$ cat config.mk
export PLATFORM = sky130hd
export DESIGN_NAME = mpbf_ctrl
export DESIGN_NICKNAME = d
export VERILOG_FILES = /design/src/rtl/multi_pipe_byte_fifo_top_defines.svh /design/src/rtl/mpbf_pkg.sv /design/src/rtl/mpbf_ctrl.sv
export SDC_FILE = /design/constraint.sdc
export NUM_CORES = 1
export LEC_CHECK = 0
export BUFFER_PORTS_ARGS = -buffer_cell sky130_fd_sc_hd__clkbuf_2
export CAP_MARGIN = 20
export CELL_PAD_IN_SITES_DETAIL_PLACEMENT = 1
export CELL_PAD_IN_SITES_GLOBAL_PLACEMENT = 2
export CORE_MARGIN = 1.5
export CORE_UTILIZATION = 27
export DETAILED_ROUTE_END_ITERATION = 8
export PLACE_DENSITY = 0.67
export RECOVER_POWER = 100
export REMOVE_ABC_BUFFERS = 1
export SLEW_MARGIN = 20
export SYNTH_ARGS = -nofsm -noshare
export SYNTH_HDL_FRONTEND = slang
export SYNTH_SLANG_ARGS = --single-unit
$ cat constraint.sdc
create_clock -name clock -period 1.9 [get_ports clock]
set_input_delay 0.19 -clock clock [delete_from_list [all_inputs] [get_ports clock]]
set_output_delay 0.19 -clock clock [all_outputs]
set_load 0.05 [all_outputs]
$ cat src/rtl/multi_pipe_byte_fifo_top_defines.svh
// Assertion macros shared by the multi-pipe byte FIFO RTL.
`ifndef MULTI_PIPE_BYTE_FIFO_TOP_DEFINES_SVH
`define MULTI_PIPE_BYTE_FIFO_TOP_DEFINES_SVH

// Check a condition at every clock edge outside reset.
`define MPBF_ASSERT_NOW(label, cond, msg) \
   label: assert property (@(posedge clock) disable iff (reset) (cond)) else $error(msg);

// Check that a condition in one cycle implies another in the next cycle.
`define MPBF_ASSERT_NEXT(label, ante, cons, msg) \
   label: assert property (@(posedge clock) disable iff (reset) (ante) |=> (cons)) \
      else $error(msg);

// Check that a condition implies another in the same cycle.
`define MPBF_ASSERT_IMPL(label, ante, cons, msg) \
   label: assert property (@(posedge clock) disable iff (reset) (ante) |-> (cons)) \
      else $error(msg);

`endif

$ cat src/rtl/mpbf_pkg.sv
// Shared constants, types and helpers of the multi-pipe byte FIFO.
`default_nettype none
package mpbf_pkg;

   localparam int NUM_PIPES  = 16;
   localparam int FIFO_DEPTH = 4096;

   localparam int PIPE_W = (NUM_PIPES > 1) ? $clog2(NUM_PIPES) : 1;
   localparam int PTR_W  = $clog2(FIFO_DEPTH);
   localparam int CNT_W  = $clog2(FIFO_DEPTH + 1);
   localparam int ADDR_W = (NUM_PIPES * FIFO_DEPTH > 1) ? $clog2(NUM_PIPES * FIFO_DEPTH) : 1;
   localparam int STORE_DEPTH = NUM_PIPES * FIFO_DEPTH;

   // Fixed field widths of the item channels.
   localparam int KIND_W   = 3;
   localparam int PIDX_W   = 4;
   localparam int BYTE_W   = 8;
   localparam int STATUS_W = 3;
   localparam int TCOUNT_W = 16;
   localparam int REQ_DATA_W = 16;
   localparam int RSP_DATA_W = 32;

   typedef logic [PIPE_W-1:0] pipe_sel_type;
   typedef logic [PTR_W-1:0]  ptr_type;
   typedef logic [CNT_W-1:0]  cnt_type;
   typedef logic [ADDR_W-1:0] addr_type;

   typedef enum logic [KIND_W-1:0] {
      KIND_ALLOC    = 3'd0,
      KIND_WRITE    = 3'd1,
      KIND_READ     = 3'd2,
      KIND_CLOSE_RD = 3'd3,
      KIND_CLOSE_WR = 3'd4
   } kind_type;

   typedef enum logic [STATUS_W-1:0] {
      ST_OK        = 3'd0,
      ST_FULL      = 3'd1,
      ST_EMPTY     = 3'd2,
      ST_EOS       = 3'd3,
      ST_BROKEN    = 3'd4,
      ST_NONE_FREE = 3'd5,
      ST_UNUSED    = 3'd6
   } status_type;

   // Controller to datapath.
   typedef struct packed {
      logic capture;
      logic exec;
      logic load_rdata;
   } ctl_cmd_type;

   // Datapath to controller.
   typedef struct packed {
      logic read_pending;
   } dp_status_type;

   function automatic addr_type slot_addr(pipe_sel_type pipe, ptr_type pos);
      slot_addr = addr_type'(addr_type'(pipe) * addr_type'(FIFO_DEPTH)) + addr_type'(pos);
   endfunction

endpackage
`default_nettype wire

$ cat src/rtl/mpbf_ctrl.sv
// Sequencing state machine of the multi-pipe byte FIFO.
`default_nettype none
module mpbf_ctrl (
   input  wire logic                   clock,
   input  wire logic                   reset,
   input  wire logic                   req_tvalid,
   output logic                        req_tready,
   output logic                        rsp_tvalid,
   input  wire logic                   rsp_tready,
   input  wire mpbf_pkg::dp_status_type stat,
   output mpbf_pkg::ctl_cmd_type       cmd
);

   typedef enum logic [1:0] {
      S_IDLE,
      S_EXEC,
      S_WAIT,
      S_RESP
   } state_type;

   state_type state_ff;
   logic      req_tready_ff;
   logic      rsp_tvalid_ff;
   logic      exec_ff;
   logic      load_ff;

   always_ff @(posedge clock) begin
      if (reset) begin
         state_ff      <= S_IDLE;
         req_tready_ff <= 1'b1;
         rsp_tvalid_ff <= 1'b0;
         exec_ff       <= 1'b0;
         load_ff       <= 1'b0;
      end else begin
         unique case (state_ff)
            S_IDLE: begin
               if (req_tvalid) begin
                  state_ff      <= S_EXEC;
                  req_tready_ff <= 1'b0;
                  exec_ff       <= 1'b1;
               end
            end
            S_EXEC: begin
               exec_ff <= 1'b0;
               if (stat.read_pending) begin
                  state_ff <= S_WAIT;
                  load_ff  <= 1'b1;
               end else begin
                  state_ff      <= S_RESP;
                  rsp_tvalid_ff <= 1'b1;
               end
            end
            S_WAIT: begin
               load_ff       <= 1'b0;
               state_ff      <= S_RESP;
               rsp_tvalid_ff <= 1'b1;
            end
            S_RESP: begin
               if (rsp_tready) begin
                  state_ff      <= S_IDLE;
                  rsp_tvalid_ff <= 1'b0;
                  req_tready_ff <= 1'b1;
               end
            end
            default: begin
               state_ff <= S_IDLE;
            end
         endcase
      end
   end

   assign req_tready     = req_tready_ff;
   assign rsp_tvalid     = rsp_tvalid_ff;
   assign cmd.capture    = req_tvalid & req_tready_ff;
   assign cmd.exec       = exec_ff;
   assign cmd.load_rdata = load_ff;

endmodule
`default_nettype wire

==> metrics <==
max_cap viols=0; H-tree depth=1; Die Wd=approximately 41 um; Max VDD drop=502 uV; RSZ-0062 raised after global routing=no; Antenna Violating Nets Remaining=0; worst setup path category=reg -> reg; Critical Path AT=between 1.5 and 2 ns; Setup WS pre-CTS=between 0.3 and 0.4 ns; launch point of the worst reg-to-reg path=state_ff[0]; hold path startpoint=reset; gp weighted congestion=roughly 0.85; initial core utilization=0.292; Worst R2R Path Depth=5; Startpoint Class=flip-flop; DRT Wirelength=approximately 810 um; grt ovf=0; Seq. cell area=120 um^2; post-CTS resize count=0; first-pass GRT wire length=~1300 um; Comb pwr share=0.561; DRT iter0 DRCs=3; slowest stage delay, CP=around 0.42 ns; Clk pwr share=0.155; Worst EP required=slightly above 2 ns; Worst setup EP type=flip-flop; IO buf count=9; post-route clock period utilization=0.797; top cell type's share of synthesized area=0.312; Ports=10; Clock Path Buffers=2; Core ar.=approximately 1300 um^2; dpl cells=between 60 and 70; CP top delay family=compound AO/OA/AOI/OAI gates; NetSw=between 0.0004 and 0.0005 W; Seq cells post-synth=6; sequential-to-total area share from yosys stat=0.312; post-synthesis instance area=slightly below 400 um^2; layout net count=66; Slew Viols, Final=0; Reg clk slew, reported paths=~0.050 ns; sw frac=0.509; Worst-Margin Slew=0.592 ns; Power Density=between 1500 and 2000 nW/um^2; antenna violations before repair=0; Crit Path Max Fanout=6; setup TNS=0 ns; Hold Crit Depth=2; Finished Layout Cells=68; r2r setup slk=around 0.38 ns; die area=1660 um^2; root buf cell=clkbuf_4; Worst Path Buf+Inv=1; final hold vios=0; mean post-synth cell area=around 9.0 um^2; relative slew slack=0.607; 1st-pass router iterations=4; dpl hpwl=679 um; Clock Skew=0.00162 ns; Routed WL per cell=approximately 12 um; antenna cells=0; Worst Hold Class=in -> reg; Cells after Synth=between 40 and 50; Leak Pwr=0.192 nW; DRC viols=0; async set-or-reset flop fraction in the synthesized netlist=0; worst path cell trace=inv_1 -> ha_1 -> a21oi_1 -> nand2_1 -> a32o_1; overall power=0.000808 W; via/cell ratio=roughly 4.8; height of the die=about 41 um; Filler Cells Inserted=approximately 170; R2R Path End=rsp_tvalid; Core Rows=13; setup violators final=0; Primary FF master, synth=dfxtp_1; # clock sinks=6; status=finished clean; Post-CTS Setup Inserts=0; final worst slack=slightly below 0.4 ns; GRT Util Overall=0.127; number of buffers inserted by hold repair at cts=0; Min-Delay Endpoint=exec_ff; multi-input logic area=231 um^2; YS warnings=0; Final Util=0.339; vias in the first global route=approximately 310; Tmin final=around 1.5 ns; share of layout cells above drive strength 1=0.170; leading area contributor after synthesis=dfxtp_1; via count=between 300 and 400; CTS tree=yes; internal power=roughly 0.00040 W; max frequency=0.660 GHz; largest cells by area after synthesis=dfxtp_1, ha_1, a21oi_1; synth-to-layout area growth=15.9%; Critical-path top delay cell=dfxtp_1; Distinct cells, synth=19; clock latency on the worst-skew pair=0.25 ns; CTS Buf Count=3; pin count of the biggest net entering global routing=7; sequential group share of total power=0.285; Post-synth top cells=a21oi_1, dfxtp_1, ha_1, inv_1; number of synthesized flops with an enable pin=0
worst max-delay path by stage:
stage	cells after the start	slack [ns]	endpoint	startpoint
after floorplan	1	0.56	cmd[2]	req_tready
after global placement	4	0.49	exec_ff	state_ff[0]
after detailed placement	5	0.39	rsp_tvalid	state_ff[0]
after CTS	5	0.38	rsp_tvalid	state_ff[0]
after global routing	5	0.29	rsp_tvalid	state_ff[0]
final	5	0.38	rsp_tvalid	state_ff[0]
cell usage in the layout (no fill, tap or decap), types with 2 or more instances in the layout:
cell      n
clkbuf_1  5
o21ai_0   2
a21oi_1   6
inv_1     4
nor2b_1   2
dfxtp_1   6
nand2b_1  2
clkbuf_4  3
ha_1      6
clkbuf_2  4
nand2_1   2
nand3_1   2
routing by layer:
metal | global-route usage | share of wire | vias up
li1 | - | - | 171
met1 | 0.127 | 0.44 | 148
met2 | 0.203 | 0.48 | 9
met3 | 0.0707 | 0.073 | 0
met4 | 0.0750 | 0 | 0
met5 | 0 | 0 | -
area by class of cell:
cell class                      count  area share
Inverter                            4      0.0336
Tap cell                           15      0.0420
Sequential cell                     6       0.269
Clock buffer                        3      0.0504
Multi-Input combinational cell     31       0.518
Timing Repair Buffer                9      0.0868
state kept, by name, summed over array words and instances, names as in the netlist:
name / cells
state_ff: 2
exec_ff: 1
load_ff: 1
req_tready: 1
rsp_tvalid: 1
logic make-up after synthesis:
family	count (synthesis)	synth area share
AO/OA/AOI/OAI	13	0.224
adder cells (fa/ha/maj)	6	0.195
buffers and inverters	6	0.0779
flip-flops	6	0.312
multiplexers	1	0.0389
AND/OR/NAND/NOR	11	0.153
power groups by stage:
stage / clock [W] / sequential, W / combinational, W
floorplan: 0 / 0.000333 / 0.000275
global placement: 0 / 0.000229 / 0.000473
detailed placement: 0 / 0.000234 / 0.000484
CTS: 0.000131 / 0.000231 / 0.000484
global route: 0.000138 / 0.000238 / 0.000511
finish: 0.000125 / 0.000230 / 0.000453
per-stage QoR:
| stage | area [um^2] | hold slack [ns] |
|---|---|---|
| after global placement | 434 | 0.442 |
| after floorplan | 370 | 0.255 |
| after detailed placement | 434 | 0.445 |
| after CTS | 457 | 0.178 |
| after global routing | 447 | 0.182 |
| final | 447 | 0.175 |
Power figures use the tool's default switching activity.
